### src/hw/rtl/lsrd_pkg.sv
// lamp shift register driver: shared types and constants
package lsrd_pkg;

   // fixed widths of the beat fields
   localparam int FieldW = 48;
   localparam int BitsPerByte = 8;
   localparam int MaxBytes = 8;
   localparam int MaxImgW = MaxBytes * BitsPerByte;
   localparam int NUM_BYTES_DEFAULT = 6;

   // request beat
   typedef struct packed {
      logic [FieldW-1:0] lamp_mask;
      logic [FieldW-1:0] lamp_value;
      logic              clear_request;
   } req_type;

   // response beat
   typedef struct packed {
      logic serial_bit;
      logic latch_pulse;
      logic clear_pulse;
      logic last;
   } rsp_type;

   // command from the image keeper to the serializer
   typedef struct packed {
      logic shift;
      logic clear;
   } cmd_type;

endpackage

### src/hw/rtl/lamp_shift_register_driver.sv
// lamp shift register driver top level
//
// Drives a chain of serial-in parallel-out lamp registers from a stored image.
// Request beats carry a mask, a value and a clear flag; the image becomes
// (image & ~mask) | (value & mask). When that changes the image, the block
// sends NUM_BYTES*8 response beats with one serial bit each (lowest byte
// first, most significant bit of each byte first) and then one latch beat
// marked last. An update that leaves the image unchanged gives no beats. A
// clear request gives a single clear beat marked last and zeroes the image.
// The command from an accepted request sets the sequencer state register, and
// each beat then passes through the output register before it is valid. The
// shift register gives one serial bit per cycle while the receiver does not
// stall; a new request is taken once the serializer has handed its last beat
// to the output register.
// When the receiver stalls, the output register holds its beat and the
// serializer waits. Reset zeroes the image and drops all pending beats.
module lamp_shift_register_driver #(
   parameter int NUM_BYTES = lsrd_pkg::NUM_BYTES_DEFAULT
) (
   input  logic              clock,
   input  logic              reset,
   input  logic              req_valid,
   output logic              req_ready,
   input  lsrd_pkg::req_type req_data,
   output logic              rsp_valid,
   input  logic              rsp_ready,
   output lsrd_pkg::rsp_type rsp_data
);

   localparam int ImgW = NUM_BYTES * lsrd_pkg::BitsPerByte;

   lsrd_pkg::cmd_type cmd;
   logic [ImgW-1:0]   next_image;
   logic              ser_idle;
   logic              accept;

   // requests are taken while the serializer is free
   assign req_ready = ser_idle;
   assign accept    = req_valid && ser_idle;

   lsrd_image #(
      .NUM_BYTES(NUM_BYTES)
   ) u_image (
      .clock      (clock),
      .reset      (reset),
      .accept     (accept),
      .req_data   (req_data),
      .cmd        (cmd),
      .next_image (next_image)
   );

   lsrd_serializer #(
      .NUM_BYTES(NUM_BYTES)
   ) u_serializer (
      .clock      (clock),
      .reset      (reset),
      .cmd        (cmd),
      .load_image (next_image),
      .idle       (ser_idle),
      .rsp_valid  (rsp_valid),
      .rsp_ready  (rsp_ready),
      .rsp_data   (rsp_data)
   );

endmodule

### src/hw/rtl/lsrd_image.sv
// lamp image register with masked merge and change detection
module lsrd_image #(
   parameter int NUM_BYTES = lsrd_pkg::NUM_BYTES_DEFAULT
) (
   input  logic                                     clock,
   input  logic                                     reset,
   input  logic                                     accept,
   input  lsrd_pkg::req_type                        req_data,
   output lsrd_pkg::cmd_type                        cmd,
   output logic [NUM_BYTES*lsrd_pkg::BitsPerByte-1:0] next_image
);

   localparam int ImgW = NUM_BYTES * lsrd_pkg::BitsPerByte;
   localparam int PadW = lsrd_pkg::MaxImgW - lsrd_pkg::FieldW;

   logic [ImgW-1:0]              image_ff;
   logic [ImgW-1:0]              image_in;
   logic [lsrd_pkg::MaxImgW-1:0] mask_ext;
   logic [lsrd_pkg::MaxImgW-1:0] value_ext;
   logic [ImgW-1:0]              mask;
   logic [ImgW-1:0]              value;
   logic [ImgW-1:0]              merged;
   logic                         changed;

   // fit the fields to the image width
   assign mask_ext  = {{PadW{1'b0}}, req_data.lamp_mask};
   assign value_ext = {{PadW{1'b0}}, req_data.lamp_value};
   assign mask      = mask_ext[ImgW-1:0];
   assign value     = value_ext[ImgW-1:0];

   // masked merge and compare against the stored image
   assign merged  = (image_ff & ~mask) | (value & mask);
   assign changed = (merged != image_ff);

   // command for the serializer, only in the accept cycle
   always_comb begin
      cmd.clear  = accept && req_data.clear_request;
      cmd.shift  = accept && !req_data.clear_request && changed;
      next_image = merged;
      image_in   = image_ff;
      if (cmd.clear) begin
         image_in = '0;
      end else if (cmd.shift) begin
         image_in = merged;
      end
   end

   // image register
   always_ff @(posedge clock) begin
      if (reset) begin
         image_ff <= '0;
      end else begin
         image_ff <= image_in;
      end
   end

endmodule

### src/hw/rtl/lsrd_serializer.sv
// bit serializer with latch and clear strobes and an output register
module lsrd_serializer #(
   parameter int NUM_BYTES = lsrd_pkg::NUM_BYTES_DEFAULT
) (
   input  logic                                       clock,
   input  logic                                       reset,
   input  lsrd_pkg::cmd_type                          cmd,
   input  logic [NUM_BYTES*lsrd_pkg::BitsPerByte-1:0] load_image,
   output logic                                       idle,
   output logic                                       rsp_valid,
   input  logic                                       rsp_ready,
   output lsrd_pkg::rsp_type                          rsp_data
);

   localparam int ByteW = lsrd_pkg::BitsPerByte;
   localparam int ImgW  = NUM_BYTES * ByteW;
   localparam int CntW  = $clog2(ImgW);

   typedef enum logic [1:0] {
      ST_IDLE,
      ST_SHIFT,
      ST_LATCH,
      ST_CLEAR
   } state_type;

   state_type         state_ff, state_in;
   logic [ImgW-1:0]   sr_ff, sr_in;
   logic [CntW-1:0]   cnt_ff, cnt_in;
   logic              rsp_valid_ff, rsp_valid_in;
   lsrd_pkg::rsp_type rsp_data_ff, rsp_data_in;
   logic [ImgW-1:0]   load_bits;
   lsrd_pkg::rsp_type beat;
   logic              beat_valid;
   logic              slot_free;
   logic              advance;

   // reverse bits inside each byte so bit 0 always goes out next
   for (genvar b = 0; b < NUM_BYTES; b++) begin : g_byte
      for (genvar j = 0; j < ByteW; j++) begin : g_bit
         assign load_bits[b*ByteW+j] = load_image[b*ByteW+ByteW-1-j];
      end
   end

   // beat offered by the current state
   always_comb begin
      beat       = '0;
      beat_valid = 1'b0;
      case (state_ff)
         ST_SHIFT: begin
            beat_valid      = 1'b1;
            beat.serial_bit = sr_ff[0];
         end
         ST_LATCH: begin
            beat_valid       = 1'b1;
            beat.latch_pulse = 1'b1;
            beat.last        = 1'b1;
         end
         ST_CLEAR: begin
            beat_valid       = 1'b1;
            beat.clear_pulse = 1'b1;
            beat.last        = 1'b1;
         end
         default: begin
            beat_valid = 1'b0;
         end
      endcase
   end

   assign slot_free = !rsp_valid_ff || rsp_ready;
   assign advance   = beat_valid && slot_free;

   // sequencer next state
   always_comb begin
      state_in = state_ff;
      sr_in    = sr_ff;
      cnt_in   = cnt_ff;
      case (state_ff)
         ST_IDLE: begin
            if (cmd.clear) begin
               state_in = ST_CLEAR;
            end else if (cmd.shift) begin
               state_in = ST_SHIFT;
               sr_in    = load_bits;
               cnt_in   = CntW'(ImgW - 1);
            end
         end
         ST_SHIFT: begin
            if (advance) begin
               sr_in = sr_ff >> 1;
               if (cnt_ff == '0) begin
                  state_in = ST_LATCH;
               end else begin
                  cnt_in = cnt_ff - 1'b1;
               end
            end
         end
         ST_LATCH, ST_CLEAR: begin
            if (advance) begin
               state_in = ST_IDLE;
            end
         end
         default: begin
            state_in = ST_IDLE;
         end
      endcase
   end

   // output register
   always_comb begin
      rsp_valid_in = rsp_valid_ff && !rsp_ready;
      rsp_data_in  = rsp_data_ff;
      if (advance) begin
         rsp_valid_in = 1'b1;
         rsp_data_in  = beat;
      end
   end

   // state and registered outputs
   always_ff @(posedge clock) begin
      if (reset) begin
         state_ff     <= ST_IDLE;
         rsp_valid_ff <= 1'b0;
      end else begin
         state_ff     <= state_in;
         rsp_valid_ff <= rsp_valid_in;
      end
      sr_ff       <= sr_in;
      cnt_ff      <= cnt_in;
      rsp_data_ff <= rsp_data_in;
   end

   assign idle      = (state_ff == ST_IDLE);
   assign rsp_valid = rsp_valid_ff;
   assign rsp_data  = rsp_data_ff;

endmodule
### config.mk
export PLATFORM = sky130hd
export DESIGN_NAME = lamp_shift_register_driver
export DESIGN_NICKNAME = d
export VERILOG_FILES = /design/src/hw/rtl/lsrd_pkg.sv /design/src/hw/rtl/lamp_shift_register_driver.sv /design/src/hw/rtl/lsrd_image.sv /design/src/hw/rtl/lsrd_serializer.sv
export SDC_FILE = /design/constraint.sdc
export NUM_CORES = 1
export LEC_CHECK = 0
export BUFFER_PORTS_ARGS = -buffer_cell sky130_fd_sc_hd__buf_2
export CAP_MARGIN = 0
export CORE_MARGIN = 4
export CORE_UTILIZATION = 56
export CTS_CLUSTER_SIZE = 20
export DETAILED_ROUTE_END_ITERATION = 16
export PLACE_DENSITY = 0.89
export SLEW_MARGIN = 20
export SYNTH_ARGS = -nofsm -noshare
export SYNTH_HDL_FRONTEND = slang
export SYNTH_HIERARCHICAL = 1
export SYNTH_SLANG_ARGS = --single-unit
### constraint.sdc
create_clock -name clock -period 9.7 [get_ports clock]
set_input_delay 0.485 -clock clock [delete_from_list [all_inputs] [get_ports clock]]
set_output_delay 0.485 -clock clock [all_outputs]
set_load 0.03 [all_outputs]
# Word-level counts from Yosys, hierarchy flattened
# Cells that the tools add are included.
# totals
register_bits,109
# classes
add_sub_neg,1
n_eq_ne,11
mux,20
bitwise_logic,4
reduce_logical,19
# op_table
cell,count
$mux W48,3
$and A48 B48 Y48,2
$pmux W48 S2,1
$ne A48 B48 Y1,1
$not A48 Y48,1
$or A48 B48 Y48,1
$mux W6,4
$pmux W6 S2,1
$mux W2,5
$reduce_and A4 Y1,2
$logic_and A1 B1 Y1,6
$logic_not A6 Y1,1
$ne A2 B1 Y1 const B,3
$ne A2 B2 Y1 const B,3
$pmux W2 S3,1
$sub A6 B1 Y6 const B,1
$mux W1,5
$reduce_and A5 Y1,1
$eq A2 B2 Y1 const B,2
$reduce_or A2 Y1,2
$logic_not A1 Y1,3
$ne A3 B3 Y1 const B,1
$reduce_or A3 Y1,1
$eq A2 B1 Y1 const B,1
other kinds (3),3

# Longest topological paths before layout
# depth
depth_word,8
mapped_depth,9
ltp_nobuf,8

# By module
# The synthesis kept the hierarchy.
# modules_own_cells
mod,n_inst,cells_per_inst,area_per_inst_um2,seq_area_each_um2
lsrd_image,1,296,2840.2,960.9
lsrd_serializer,1,163,2682.6,1801.7
lamp_shift_register_driver,1,1,6.3,0.0

# Least setup slack after synthesis
# Ideal clock, no wire load.
# synth_path
kind,register to register
from,reg u_serializer.state_ff[0]
to,"reg u_serializer.sr_ff[0], enable pin"
t_arrival_ns,4.119
t_required_ns,9.230
setup_slack_ns,5.111
stages_incl_launch_ff,8
cell_sequence,dfxtp_1 > clkbuf_1 > nor2_1 > and2_1 > o211a_1 > buf_2 > nand2_1 > a21oi_1
# synth_rtl
element,line,rtl
"start, declared",lsrd_serializer.sv:26,"state_type state_ff, state_in;"
"start signal, assigned",lsrd_serializer.sv:124,state_ff <= state_in;
"end signal, assigned",lsrd_serializer.sv:127,sr_ff <= sr_in;
"end, declared",lsrd_serializer.sv:27,"logic [ImgW-1:0] sr_ff, sr_in;"

==> results.md <==
* Status: completed
* Worst path buffer plus inverter count at 1
* Startpoint types: flop
* Tightest Hold Check Type: input pin to flop
* DR pass1 iterations at 5
* Mapped Cells at 460
* Global-route wire length before repair at between 20 and 25 mm
* CP Capture Point: u_serializer/sr_ff[2]
* Max Cap Viol at 0
* Critical path origin: u_image/image_ff[21]
* Final hold violation count at 0
* Total core area at just under 10000 sq um
* Initial Util at 0.571
* Worst-margin pin slew at 0.689 ns
* Worst slew margin at 0.541
* Fmax at 312 MHz
* Critical Path, Cell by Cell: xor2_1 -> a221o_1 -> or4_1 -> or4_1 -> o211a_1 -> nand2_1 -> a21oi_4 -> buf_4
* Power density over cell area at around 170 nW/um^2
* LEAKAGE at approximately 0.0025 uW
* Busiest layer in global routing: met2
* # Post-CTS Setup Buffers at 0
* Yosys warns at 6
* Die height at around 110 um
* Maximum number of pins on one net before global-route repair at 56
* CP dominant cell by count: or4_1
* Routed wire length at about 14 mm
* Total track usage at 0.241
* Fin Clk Skew at about 0.018 ns
* Crit path max-delay family: simple AND/OR/NAND/NOR gates
* Hold-fix buffers, CTS at 0
* Syn Nets at roughly 560
* Yosys reg bits at between 100 and 150
* Share of post-route cells with drive strength above 1 at 0.369
* Die width at around 110 um
* Placed Instances at 680
* Clock buffer count from CTS at 9
* RR Startpoint: u_image/image_ff[21]
* Placer Congestion at roughly 0.84
* Grt met2 use at 0.397
* NumNets Final at around 660
* Period utilization at 0.330
* Antenna viol nets, final at 0
* GR Util met1 at 0.312
* Critical Path RT at 9.75 ns
* DR WL/cell at 19.9 um
* Clk pin slew, worst setup/hold paths at ~0.11 ns
* Syn-to-layout area delta at 15.3%
* R2r endpoint: u_serializer/sr_ff[2]
* Syn avg cell area at around 12 sq um
* Crit path capture type: flop
* N_diodes at 0
* Avg Vias per Cell at roughly 6.1
* Crit-path max cell delay at 0.52 ns
* Critical Path Fanout Max at 48
* Insertion delay to the later sink of the worst-skew pair at about 0.38 ns
* Port Buffers at roughly 110
* Total Power at about 1100 uW
* Arrival @ worst endpoint at 3.25 ns
* R2R setup slack at around 6.5 ns
* Htree depth at 3
* Fillers at 720
* I/O Pins at approximately 110
* Slew Limit Fails at 0
* Antenna violations before repair at 0
* Routing usage on met3 at 0.0540
* DRC Markers at 0
* Final Critical Period at approximately 3.2 ns
* RSZ-0062 raised after global routing: false
* Setup violators final at 0
* Slowest CP cell: or4_1
* R2r worst-path depth at 8
* Post-synthesis sequential area ratio at 0.500
* Grt ovf at 0
* TNS Setup at 0 ns
* Crit. path cell count at 8
* Rows at 36
* Unique masters post-synth at 40
* DRC violation total after the first TritonRoute iteration at roughly 400
* PostCTS Resize Cnt at 0
* Fin cells at 696
* Vias in the first global route at 4193
* Longest Clk Path Bufs at 2
* Post-Syn Area at around 5500 sq um
* TritonCTS clock tree: built
* Setup CP Type: flop to flop
* Total number of vias at around 4300
* Dpl hpwl at approximately 10 mm
* Die Area at roughly 12000 sq um
* Clock tree sinks at about 110
* Root buf cell: clkbuf_8
* Worst VDD drop at approximately 0.000094 V
worst register-to-register path, stage by stage, from the launching register on:
cell,delay [ns]
dfxtp_1,0.34
xor2_1,0.16
a221o_1,0.36
or4_1,0.52
or4_1,0.49
o211a_1,0.41
nand2_1,0.20
a21oi_4,0.07
buf_4,0.34
sequential cells by signal, indices dropped and copies added (netlist names):
signal and flops:
u_serializer/rsp_data 4, u_serializer/cnt_ff 6, u_serializer/state_ff 2, u_serializer/sr_ff 48, u_image/image_ff 48, u_serializer/rsp_valid 1
cells in the mapped netlist:
cell type / number / share of area
o211ai_1: 2 / 0.0027
nand2_1: 29 / 0.020
buf_4: 2 / 0.0027
nand3_1: 1 / 0.00090
o31ai_1: 1 / 0.0014
nor3_1: 1 / 0.00090
nand3b_1: 26 / 0.035
nand4_1: 5 / 0.0057
clkbuf_1: 9 / 0.0061
and3b_1: 1 / 0.0016
ha_1: 2 / 0.0045
a22oi_1: 12 / 0.016
o211a_1: 1 / 0.0018
or4b_1: 1 / 0.0018
and2_1: 5 / 0.0057
or3_4: 1 / 0.0020
a21o_1: 1 / 0.0014
o21ai_0: 28 / 0.025
nand2b_1: 2 / 0.0023
xor2_1: 27 / 0.043
o22ai_1: 4 / 0.0045
a32o_1: 48 / 0.087
nor2_1: 4 / 0.0027
edfxtp_1: 58 / 0.32
inv_1: 24 / 0.016
a221o_1: 1 / 0.0018
o32ai_2: 1 / 0.0029
nor3b_1: 1 / 0.0014
xnor2_1: 1 / 0.0016
a21oi_1: 4 / 0.0036
or4_1: 3 / 0.0041
nor4_1: 5 / 0.0057
dfxtp_1: 51 / 0.18
buf_2: 5 / 0.0045
mux2_2: 77 / 0.16
a2111oi_0: 1 / 0.0016
nor2b_1: 4 / 0.0045
or3_1: 1 / 0.0011
buf_6: 8 / 0.016
o2111ai_1: 2 / 0.0032
worst min path at each step:
stage,start,to,cells after the start
CTS,reset,u_serializer/rsp_valid,2
global route,reset,u_serializer/rsp_valid,2
finish,reset,u_serializer/rsp_valid,2
global placement,u_image/image_ff[4],u_image/image_ff[4],1
detailed placement,u_image/image_ff[45],u_image/image_ff[45],1
floorplan,u_image/image_ff[4],u_image/image_ff[4],1
metal layers:
layer | vias up | share of wire | routed length (um)
li1 | 1974 | - | -
met1 | 2053 | 0.40 | 5610
met2 | 205 | 0.48 | 6630
met3 | 33 | 0.091 | 1270
met4 | 0 | 0.027 | 371
met5 | - | 0 | 0
layout make-up:
| type | count | area (sq um) | area share |
|---|---|---|---|
| Clock inverter | 4 | 56.3 | 0.00883 |
| Timing Repair Buffer | 111 | 568 | 0.0891 |
| Tap cell | 133 | 166 | 0.0261 |
| Inverter | 24 | 90.1 | 0.0141 |
| Sequential cell | 109 | 2760 | 0.433 |
| Clock buffer | 12 | 188 | 0.0294 |
| Multi-Input combinational cell | 303 | 2540 | 0.399 |
cells by family after synthesis:
group,share of synthesized area
compound gates,0.153
mux,0.157
simple gates,0.0953
fa+ha+maj,0.00453
buf+inv,0.0459
flops,0.500
xor+xnor,0.0444
layout by cell type, fill, tap and decap left out, types with 2 or more instances in the layout:
cell       instances
buf_2            106
mux2_2            77
edfxtp_1          58
dfxtp_1           51
a32o_1            48
nand2_1           29
o21ai_0           28
xor2_1            27
nand3b_1          26
inv_1             24
a22oi_1           12
clkbuf_8          10
and2_1             5
nor4_1             5
nand4_1            5
buf_4              5
o22ai_1            4
nor2_1             4
nor2b_1            3
or4_1              3
a21oi_1            3
inv_6              2
clkbuf_16          2
o2111ai_1          2
nand2b_1           2
o211ai_1           2
ha_1               2
where the power goes:
part           internal (uW)  leakage, uW  switching [uW]
combinational           79.8      0.00140             102
clock                    160     0.000124             162
sequential               540     0.000963            18.8
through the flow:
stage,util,worst slack (ns),hold slack (ns),cell area [sq um]
after floorplan,-,5.11,0.465,5530
after global placement,0.633,6.32,0.478,6130
after detailed placement,0.633,6.24,0.499,6130
after CTS,0.658,6.49,0.374,6370
after global routing,0.658,6.40,0.393,6370
final,0.658,6.50,0.397,6370
No activity file was read; power rests on OpenSTA's default activity.
